[config.mk]
export PLATFORM = sky130hd
export DESIGN_NAME = reader_writer_lock_manager
export DESIGN_NICKNAME = d
export VERILOG_FILES = /design/src/rtl/rwlm_pkg.sv /design/src/rtl/reader_writer_lock_manager.sv
export SDC_FILE = /design/constraint.sdc
export NUM_CORES = 1
export LEC_CHECK = 0
export BUFFER_PORTS_ARGS = -buffer_cell sky130_fd_sc_hd__buf_4
export CORE_MARGIN = 5
export CORE_UTILIZATION = 63
export DETAILED_ROUTE_END_ITERATION = 16
export GPL_ROUTABILITY_DRIVEN = 0
export PLACE_DENSITY = 0.8
export REMOVE_ABC_BUFFERS = 1
export SYNTH_ARGS = -nofsm -noshare
export SYNTH_HDL_FRONTEND = slang
export SYNTH_SLANG_ARGS = --single-unit
[constraint.sdc]
create_clock -name clk -period 3.7 [get_ports clk]
set_input_delay 0.925 -clock clk [delete_from_list [all_inputs] [get_ports clk]]
set_output_delay 0.925 -clock clk [all_outputs]
set_load 0.005 [all_outputs]
[src/rtl/rwlm_pkg.sv]
// Shared types and constants of the reader-writer lock manager.
`timescale 1ns / 1ps
package rwlm_pkg;
	localparam logic [2:0] CMD_INIT = 3'd0;
	localparam logic [2:0] CMD_DESTROY = 3'd1;
	localparam logic [2:0] CMD_READ = 3'd2;
	localparam logic [2:0] CMD_WRITE = 3'd3;
	localparam logic [2:0] CMD_TRY_READ = 3'd4;
	localparam logic [2:0] CMD_TRY_WRITE = 3'd5;
	localparam logic [2:0] CMD_UNLOCK = 3'd6;
	localparam logic [2:0] CMD_BAD = 3'd7;

	localparam logic [2:0] ST_OK = 3'd0;
	localparam logic [2:0] ST_QUEUED = 3'd1;
	localparam logic [2:0] ST_INVALID = 3'd2;
	localparam logic [2:0] ST_BUSY = 3'd3;
	localparam logic [2:0] ST_DEADLOCK = 3'd4;
	localparam logic [2:0] ST_NOT_OWNER = 3'd5;
	localparam logic [2:0] ST_NO_RESOURCE = 3'd6;
	localparam logic [2:0] ST_NOT_SUPPORTED = 3'd7;

	localparam logic [1:0] MODE_FREE = 2'd0;
	localparam logic [1:0] MODE_READ = 2'd1;
	localparam logic [1:0] MODE_WRITE = 2'd2;

	localparam logic [1:0] LS_NONE = 2'd0;
	localparam logic [1:0] LS_INIT = 2'd1;
	localparam logic [1:0] LS_DEAD = 2'd2;

	localparam int QUEUE_DEPTH = 16;
	localparam logic [8:0] USER_TOTAL_MAX = 9'd511;
	localparam logic [7:0] READER_TOTAL_MAX = 8'd255;

	// One result item as it leaves the block.
	typedef struct packed {
		logic       last;
		logic       wake_is_write;
		logic [3:0] wake_id;
		logic       wake_valid;
		logic [2:0] status;
	} result_t;
endpackage

[src/rtl/reader_writer_lock_manager.sv]
// Top level of the reader-writer lock manager.
//
// One lock shared by NUM_REQUESTERS requesters. Commands enter on s_axis
// (tdata: command[2:0], requester_id[6:3], process_shared[7]); each command
// gives one or more results on m_axis (tdata: status[2:0], wake_valid[3],
// wake_id[7:4], wake_is_write[8]; tlast marks the final result of a command).
// After a command is accepted its hold count is read from memory (S_READ),
// the command is decided and written back (S_EXEC), and the result is
// offered in S_OUT. An unlock that wakes waiters walks the wait queue memory:
// each grant waits in S_WALK for its entry to be read, and a reader grant
// also passes S_PEEK to read the entry behind it before its grant is offered.
// Commands are handled one at a time: a result waits in the output register
// while the receiver stalls, and no command is accepted until the final result
// of the previous one is taken.
// Reset clears the lock state and runs a clearing pass over the hold count
// memory, during which no command is accepted; an init of a lock that is not
// yet initialised runs the same pass after its result is taken.
`timescale 1ns / 1ps
module reader_writer_lock_manager import rwlm_pkg::*; #(
	parameter int NUM_REQUESTERS = 16,
	parameter int HOLD_COUNT_MAX = 15
) (
	input  logic        clk,
	input  logic        arst_n,
	input  logic        s_axis_tvalid,
	output logic        s_axis_tready,
	input  logic [7:0]  s_axis_tdata,  // command[2:0], requester_id[6:3], process_shared[7]
	output logic        m_axis_tvalid,
	input  logic        m_axis_tready,
	output logic [15:0] m_axis_tdata,  // status[2:0], wake_valid[3], wake_id[7:4], wake_is_write[8]
	output logic        m_axis_tlast
);
	localparam int IDW = 4;
	localparam int HMW = $clog2(HOLD_COUNT_MAX + 1);

	typedef enum logic [6:0] {
		S_CLEAR = 7'b0000001,
		S_IDLE  = 7'b0000010,
		S_READ  = 7'b0000100,
		S_EXEC  = 7'b0001000,
		S_WALK  = 7'b0010000,
		S_PEEK  = 7'b0100000,
		S_OUT   = 7'b1000000
	} state_t;

	state_t state_q;
	logic [1:0] lock_status_q, hold_mode_q;
	logic writer_waiting_q, writer_valid_q;
	logic [IDW-1:0] writer_owner_q;
	logic [7:0] reader_total_q;
	logic [8:0] user_total_q;
	logic [3:0] queue_head_q;
	logic [4:0] queue_fill_q;
	logic [IDW-1:0] clr_idx_q;
	logic [2:0] cmd_q;
	logic [IDW-1:0] id_q;
	logic pshared_q;
	logic walk_first_q;
	result_t res_q;
	logic out_more_q;

	// Memories: hold counts and the wait queue, synchronous read.
	logic [HMW-1:0] hold_mem [2**IDW];
	logic [4:0] queue_mem [QUEUE_DEPTH];
	logic [HMW-1:0] hold_rd_q;
	logic [4:0] queue_rd_q;
	logic hold_we, queue_we;
	logic [IDW-1:0] hold_wa;
	logic [HMW-1:0] hold_wd;
	logic [3:0] queue_wa, queue_ra;
	logic [4:0] queue_wd;

	always_ff @(posedge clk) begin
		if (hold_we)
			hold_mem[hold_wa] <= hold_wd;
		hold_rd_q <= hold_mem[id_q];
		if (queue_we)
			queue_mem[queue_wa] <= queue_wd;
		queue_rd_q <= queue_mem[queue_ra];
	end

	assign s_axis_tready = (state_q == S_IDLE);
	assign m_axis_tvalid = (state_q == S_OUT);
	assign m_axis_tdata = {7'd0, res_q.wake_is_write, res_q.wake_id, res_q.wake_valid,
		res_q.status};
	assign m_axis_tlast = res_q.last;

	// Decision on a lock command.
	logic id_ok, want_w, is_try, grant, hold_full;
	logic [2:0] lk_st;
	always_comb begin
		id_ok = (32'(id_q) < NUM_REQUESTERS);
		want_w = (cmd_q == CMD_WRITE) || (cmd_q == CMD_TRY_WRITE);
		is_try = (cmd_q == CMD_TRY_READ) || (cmd_q == CMD_TRY_WRITE);
		hold_full = (32'(hold_rd_q) >= 32'(HOLD_COUNT_MAX)) || (user_total_q >= USER_TOTAL_MAX);
		if (want_w)
			grant = (hold_mode_q == MODE_FREE) && !writer_waiting_q;
		else
			grant = ((hold_mode_q == MODE_FREE) || (hold_mode_q == MODE_READ)) &&
				!writer_waiting_q;
		priority if (grant) begin
			lk_st = (hold_full || (!want_w && reader_total_q >= READER_TOTAL_MAX)) ?
				ST_NO_RESOURCE : ST_OK;
		end else if (writer_valid_q && writer_owner_q == id_q) begin
			lk_st = ST_DEADLOCK;
		end else if (is_try) begin
			lk_st = ST_BUSY;
		end else if (hold_full || queue_fill_q >= 5'(QUEUE_DEPTH)) begin
			lk_st = ST_NO_RESOURCE;
		end else begin
			lk_st = ST_QUEUED;
		end
	end

	// After an unlock the user and reader totals drop by one.
	logic [8:0] ut_dec;
	logic [7:0] rt_dec;
	assign ut_dec = (user_total_q != 9'd0) ? user_total_q - 9'd1 : user_total_q;
	assign rt_dec = (reader_total_q != 8'd0) ? reader_total_q - 8'd1 : reader_total_q;

	// Status of the first result and whether an unlock starts a queue walk.
	logic [2:0] exec_st;
	logic unlock_ok, wake_start;
	always_comb begin
		unlock_ok = (cmd_q == CMD_UNLOCK) && (lock_status_q == LS_INIT) && id_ok &&
			(hold_rd_q != '0);
		wake_start = unlock_ok && (queue_fill_q != 5'd0) && (rt_dec == 8'd0);
		priority if (cmd_q == CMD_INIT) begin
			if (lock_status_q == LS_INIT)
				exec_st = ST_BUSY;
			else
				exec_st = pshared_q ? ST_NOT_SUPPORTED : ST_OK;
		end else if (cmd_q == CMD_DESTROY) begin
			exec_st = (user_total_q != 9'd0) ? ST_BUSY : ST_OK;
		end else if (cmd_q == CMD_BAD || lock_status_q != LS_INIT || !id_ok) begin
			exec_st = ST_INVALID;
		end else if (cmd_q == CMD_UNLOCK) begin
			exec_st = (hold_rd_q == '0) ? ST_NOT_OWNER : ST_OK;
		end else begin
			exec_st = lk_st;
		end
	end

	always_comb begin
		hold_we = 1'b0;
		hold_wa = id_q;
		hold_wd = hold_rd_q;
		queue_we = 1'b0;
		queue_wa = 4'(queue_head_q + queue_fill_q[3:0]);
		queue_wd = {want_w, id_q};
		queue_ra = queue_head_q;
		if (state_q == S_CLEAR) begin
			hold_we = 1'b1;
			hold_wa = clr_idx_q;
			hold_wd = '0;
		end else if (state_q == S_EXEC && lock_status_q == LS_INIT && id_ok) begin
			if (cmd_q == CMD_UNLOCK) begin
				hold_we = (hold_rd_q != '0);
				hold_wd = hold_rd_q - HMW'(1);
			end else if (cmd_q >= CMD_READ && cmd_q <= CMD_TRY_WRITE) begin
				hold_we = (lk_st == ST_OK) || (lk_st == ST_QUEUED);
				hold_wd = hold_rd_q + HMW'(1);
				queue_we = (lk_st == ST_QUEUED);
			end
		end
	end

	always_ff @(posedge clk or negedge arst_n) begin
		if (!arst_n) begin
			state_q <= S_CLEAR;
			lock_status_q <= LS_NONE;
			hold_mode_q <= MODE_FREE;
			writer_waiting_q <= 1'b0;
			writer_valid_q <= 1'b0;
			writer_owner_q <= '0;
			reader_total_q <= '0;
			user_total_q <= '0;
			queue_head_q <= '0;
			queue_fill_q <= '0;
			clr_idx_q <= '0;
			walk_first_q <= 1'b0;
			out_more_q <= 1'b0;
		end else begin
			unique case (state_q)
				S_CLEAR: begin
					clr_idx_q <= clr_idx_q + 4'd1;
					if (clr_idx_q == '1)
						state_q <= S_IDLE;
				end
				S_IDLE: begin
					if (s_axis_tvalid)
						state_q <= S_READ;
				end
				S_READ: state_q <= S_EXEC;
				S_EXEC: begin
					res_q <= '{last: 1'b1, wake_is_write: 1'b0, wake_id: '0,
						wake_valid: 1'b0, status: exec_st};
					// An init of a lock not yet initialised clears the hold counts after its result is taken.
					out_more_q <= (cmd_q == CMD_INIT) && (lock_status_q != LS_INIT);
					walk_first_q <= 1'b1;
					state_q <= wake_start ? S_WALK : S_OUT;
					priority if (cmd_q == CMD_INIT) begin
						if (lock_status_q != LS_INIT) begin
							lock_status_q <= LS_INIT;
							hold_mode_q <= MODE_FREE;
							writer_waiting_q <= 1'b0;
							writer_valid_q <= 1'b0;
							writer_owner_q <= '0;
							reader_total_q <= '0;
							user_total_q <= '0;
							queue_head_q <= '0;
							queue_fill_q <= '0;
						end
					end else if (cmd_q == CMD_DESTROY) begin
						if (user_total_q == 9'd0)
							lock_status_q <= LS_DEAD;
					end else if (cmd_q == CMD_BAD || lock_status_q != LS_INIT || !id_ok) begin
						// Rejected command: nothing changes.
					end else if (cmd_q == CMD_UNLOCK) begin
						if (unlock_ok) begin
							user_total_q <= ut_dec;
							reader_total_q <= rt_dec;
							if (!wake_start && ut_dec == 9'd0) begin
								writer_waiting_q <= 1'b0;
								hold_mode_q <= MODE_FREE;
								writer_valid_q <= 1'b0;
								writer_owner_q <= '0;
							end
						end
					end else begin
						if (lk_st == ST_OK) begin
							user_total_q <= user_total_q + 9'd1;
							if (want_w) begin
								hold_mode_q <= MODE_WRITE;
								writer_valid_q <= 1'b1;
								writer_owner_q <= id_q;
							end else begin
								hold_mode_q <= MODE_READ;
								reader_total_q <= reader_total_q + 8'd1;
							end
						end else if (lk_st == ST_QUEUED) begin
							user_total_q <= user_total_q + 9'd1;
							queue_fill_q <= queue_fill_q + 5'd1;
							if (want_w)
								writer_waiting_q <= 1'b1;
						end
					end
				end
				S_WALK: begin
					// The first cycle waits for the head entry to be read.
					walk_first_q <= !walk_first_q;
					if (!walk_first_q) begin
						queue_head_q <= queue_head_q + 4'd1;
						queue_fill_q <= queue_fill_q - 5'd1;
						out_more_q <= 1'b0;
						res_q <= '{last: queue_rd_q[4], wake_is_write: queue_rd_q[4],
							wake_id: queue_rd_q[3:0], wake_valid: 1'b1, status: ST_OK};
						if (queue_rd_q[4]) begin
							// A writer at the head is granted alone.
							state_q <= S_OUT;
							if (user_total_q == 9'd0) begin
								writer_waiting_q <= 1'b0;
								hold_mode_q <= MODE_FREE;
								writer_valid_q <= 1'b0;
								writer_owner_q <= '0;
							end else begin
								hold_mode_q <= MODE_WRITE;
								writer_valid_q <= 1'b1;
								writer_owner_q <= queue_rd_q[3:0];
								if (queue_fill_q == 5'd1)
									writer_waiting_q <= 1'b0;
							end
						end else begin
							// A reader: look at the entry behind it before offering the grant.
							state_q <= S_PEEK;
							hold_mode_q <= MODE_READ;
							writer_valid_q <= 1'b0;
							writer_owner_q <= '0;
							if (reader_total_q < READER_TOTAL_MAX)
								reader_total_q <= reader_total_q + 8'd1;
						end
					end
				end
				S_PEEK: begin
					walk_first_q <= 1'b0;
					if (!walk_first_q) begin
						state_q <= S_OUT;
						if (queue_fill_q == 5'd0 || queue_rd_q[4]) begin
							// The run of readers ends with this grant.
							res_q.last <= 1'b1;
							out_more_q <= 1'b0;
							if (queue_fill_q == 5'd0 || user_total_q == 9'd0)
								writer_waiting_q <= 1'b0;
							if (user_total_q == 9'd0) begin
								hold_mode_q <= MODE_FREE;
								writer_valid_q <= 1'b0;
								writer_owner_q <= '0;
							end
						end else begin
							out_more_q <= 1'b1;
						end
					end
				end
				S_OUT: begin
					if (m_axis_tready) begin
						walk_first_q <= 1'b1;
						priority if (!out_more_q)
							state_q <= S_IDLE;
						else if (cmd_q == CMD_INIT)
							state_q <= S_CLEAR;
						else
							state_q <= S_WALK;
					end
				end
				default: state_q <= S_CLEAR;
			endcase
		end
	end

	// Input capture.
	always_ff @(posedge clk) begin
		if (state_q == S_IDLE && s_axis_tvalid) begin
			cmd_q <= s_axis_tdata[2:0];
			id_q <= s_axis_tdata[6:3];
			pshared_q <= s_axis_tdata[7];
		end
	end
endmodule
==> qor.yml <==
cts:
  cts_buffers: 24
  cts.clk_slew.worst_paths_ns: 0.06
  clock_latency_ns: 0.51
  cts_buffer_depth: 3
  cts_hold_buffers: 0
  root_buffer: "clkbuf_16"
  cts_sinks: 220
  htreeDepth: 1
  cts_setup_buffers: 0
  cts_tree: "built"
  ctsResizeCount: 0
cells_and_area:
  multi_input_area_sq_mm: 0.00425
  final_nets: 901
  syn_to_final_growth_pct: 10.8
  diodes: 0
  fill_cells: 1116
  final-seq-area_sq_mm: 0.00627
  drive_above_1_share: 0.183
run:
  cap_violations: 0
outcome:
  status: "complete, no violations"
routing:
  wl_per_cell_microns: 22.8
  drc: 0
  drt_iter0_markers: 1093
  drt-total-wl_mm: 25.4
  vias: 7452
  dr.pass1.iters: 6
  vias_per_cell: 6.68
  ant_nets: 0
timing:
  fin_setup_tns_ns: 0
  rsz0062_at_grt: "no"
  slew_viol_final: 0
  post-route-period-util: 0.939
  max_clock_freq_mhz: 288
  hold_viol: 0
  clock_skew_ns: 0.00992
  setup_viol: 0
  worst_pin_slew_ns: 1.16
  period_needed_ns: 3.48
  slew_headroom: 0.214
placement:
  dp_hpwl_mm: 17.2
  port-buffer-count: 23
power:
  power.leakage_nw: 4.34
  powerDensity_mw_per_mm2: 517
  peakVddDrop_uv: 560
  p_total_mw: 6.22
floorplan:
  initial_core_util: 0.634
  fp.coreArea_sq_mm: 0.0171
  io_pins: 31
  row_count: 48
  fp.dieW_microns: 141
  die-area_sq_mm: 0.0200
  die_h_microns: 141
yosys:
  synth_cell_type_count: 88
  synth_warnings: 0
  async_reset_ff_frac: 0.223
  syn_avg_cell_area_sq_um: 12.8
  synth_ff_type: "edfxtp_1"
  synth_edf_count: 162
  syn_inst: 848
  synth-seq-cells: 220
  ys_seq_area_frac: 0.578
  synth_area_sq_mm: 0.0109
grt:
  grt_first_pass_wirelength_mm: 40.1
  overflow: 0
  grt.total_usage: 0.256
  grt_max_degree: 50
  antenna_found_initial: 1
  grt_pass1_vias: 7063
setup_path:
  endpoint_kind: "flop"
  arrival_ns: 3.62
  critPathLaunch: "user_total_q[1]"
  critPathKind: "reg2reg"
  cp_data_required_time_ns: 3.84
  r2r-start: "user_total_q[1]"
  cp_max_fo: 10
  r2r_setup_slack_ns: 0.22
  critPathLaunchType: "flop"
min_path:
  hp-start: "writer_valid_q"
  worst_hold_path_type: "reg2reg"
[cell type report]
type / instances / share of cell area
inverter: 22 / 0.00687
clock buffer: 30 / 0.0561
sequential: 220 / 0.522
timing repair buffer: 50 / 0.0312
tap: 225 / 0.0234
multi-input combinational: 554 / 0.354
clock inverter: 14 / 0.00697
[per-stage QoR]
step                area [sq um]  std cells   util  setup WS, ns  hold WS (ns)
floorplan                  10600        796      -         0.443         0.473
global placement           11300       1071  0.658         0.404         0.491
detailed placement         11300       1071  0.658         0.308         0.497
CTS                        12000       1115  0.702         0.259         0.511
global route               12000       1115  0.702        0.0121         0.536
finish                     12000       1115  0.702         0.224         0.509
[power breakdown]
part           internal [mW]  total [mW]  leakage [nW]  switching [mW]
combinational          0.341       0.911          1.76           0.570
sequential              2.92        3.06          2.21           0.142
clock                   1.30        2.25         0.369           0.957
total                   4.55        6.22          4.34            1.67
[cells by family after synthesis]
| family | count (synthesis) | synth area share |
|---|---|---|
| DFF | 220 | 0.578 |
| muxes | 59 | 0.109 |
| xor gates and xnor gates | 18 | 0.0145 |
| other | 1 | 0.000345 |
| and+or+nand+nor | 264 | 0.128 |
| AOI/OAI and AO/OA | 189 | 0.118 |
| buffers and inverters | 80 | 0.0324 |
| adders and majority gates | 17 | 0.0203 |
[flip-flops by register name (all words and copies together), names as in the netlist, 3 cells and up]
register	flops
m_axis_tdata	9
hold_mem	64
reader_total_q	8
hold_rd_q	4
state_q	7
queue_head_q	4
cmd_q	3
writer_owner_q	4
queue_rd_q	5
queue_fill_q	5
user_total_q	9
clr_idx_q	4
queue_mem	80
id_q	4
[synth_stat cells (6+ instances only)]
cell / instances / area (sq um)
edfxtp_1: 162 / 4860
nor2_1: 79 / 297
nand2_1: 51 / 191
dfrtp_1: 48 / 1200
mux4_2: 45 / 1010
o21ai_0: 39 / 195
a21oi_1: 38 / 190
clkbuf_1: 38 / 143
nor3_1: 23 / 115
inv_1: 20 / 75.1
nand3_1: 17 / 85.1
ha_1: 16 / 200
a31oi_1: 15 / 93.8
and2_1: 11 / 68.8
nand2b_1: 11 / 68.8
nor3b_1: 11 / 82.6
o31ai_1: 11 / 82.6
xnor2_1: 11 / 96.3
a22o_1: 10 / 87.6
dfxtp_1: 9 / 180
and3_1: 8 / 50.1
buf_4: 8 / 60.1
o22ai_1: 8 / 50.1
or3_1: 7 / 43.8
xor2_1: 7 / 61.3
and4_1: 6 / 52.6
nor4_1: 6 / 37.5
[layer usage]
| metal | vias up | track usage | share of wire |
|---|---|---|---|
| li1 | 3317 | - | - |
| met1 | 3643 | 0.376 | 0.40 |
| met2 | 438 | 0.405 | 0.48 |
| met3 | 52 | 0.0462 | 0.093 |
| met4 | 2 | 0.0617 | 0.023 |
| met5 | - | 0 | 0.00047 |
[cells in the final DEF (no fill, tap or decap), types with 5 or more instances in the layout]
master,netlist,routed
mux2i_1,5,5
o31ai_1,11,11
a211oi_1,5,5
ha_1,16,16
mux4_2,45,45
xor2_1,7,7
nor3_1,23,23
edfxtp_1,162,162
and3_1,8,8
and2_1,11,11
nand2_1,51,51
xnor2_1,11,11
o22ai_1,8,8
o2bb2ai_1,5,5
nand3b_1,5,5
inv_1,20,20
nor2b_1,5,5
dfxtp_1,9,9
clkbuf_16,0,25
clkinv_1,0,5
dfrtp_1,48,48
nor3b_1,11,11
nand3_1,17,17
o21bai_1,5,5
or3_1,7,7
and4_1,6,6
mux2_4,5,5
nor4_1,6,6
nor2_1,79,79
conb_1,1,7
a22o_1,10,10
o21ai_0,39,39
a21oi_1,38,38
nand2b_1,11,11
a31oi_1,15,15
buf_4,8,50
[worst max-delay path, cell delays in order (launching register included)]
cell and delay, ns:
dfrtp_1 0.48, ha_1 0.31, and4_1 0.24, ha_1 0.18
a31o_2 0.21, a31o_2 0.26, nor2_1 0.16, nand3b_1 0.15
and4b_1 0.35, nand2_1 0.14, nor3_1 0.62
[worst paths after layout]
kind	endpoint	depth (start not counted)
setup / recovery	queue_mem[14][2]	10
hold / removal	writer_valid_q	1
setup reg to reg	queue_mem[14][2]	10
hold reg to reg	writer_valid_q	1
max in group asynchronous	state_q[3]	2
min in group asynchronous	reader_total_q[4]	2
(Power assumes the default switching activity.)
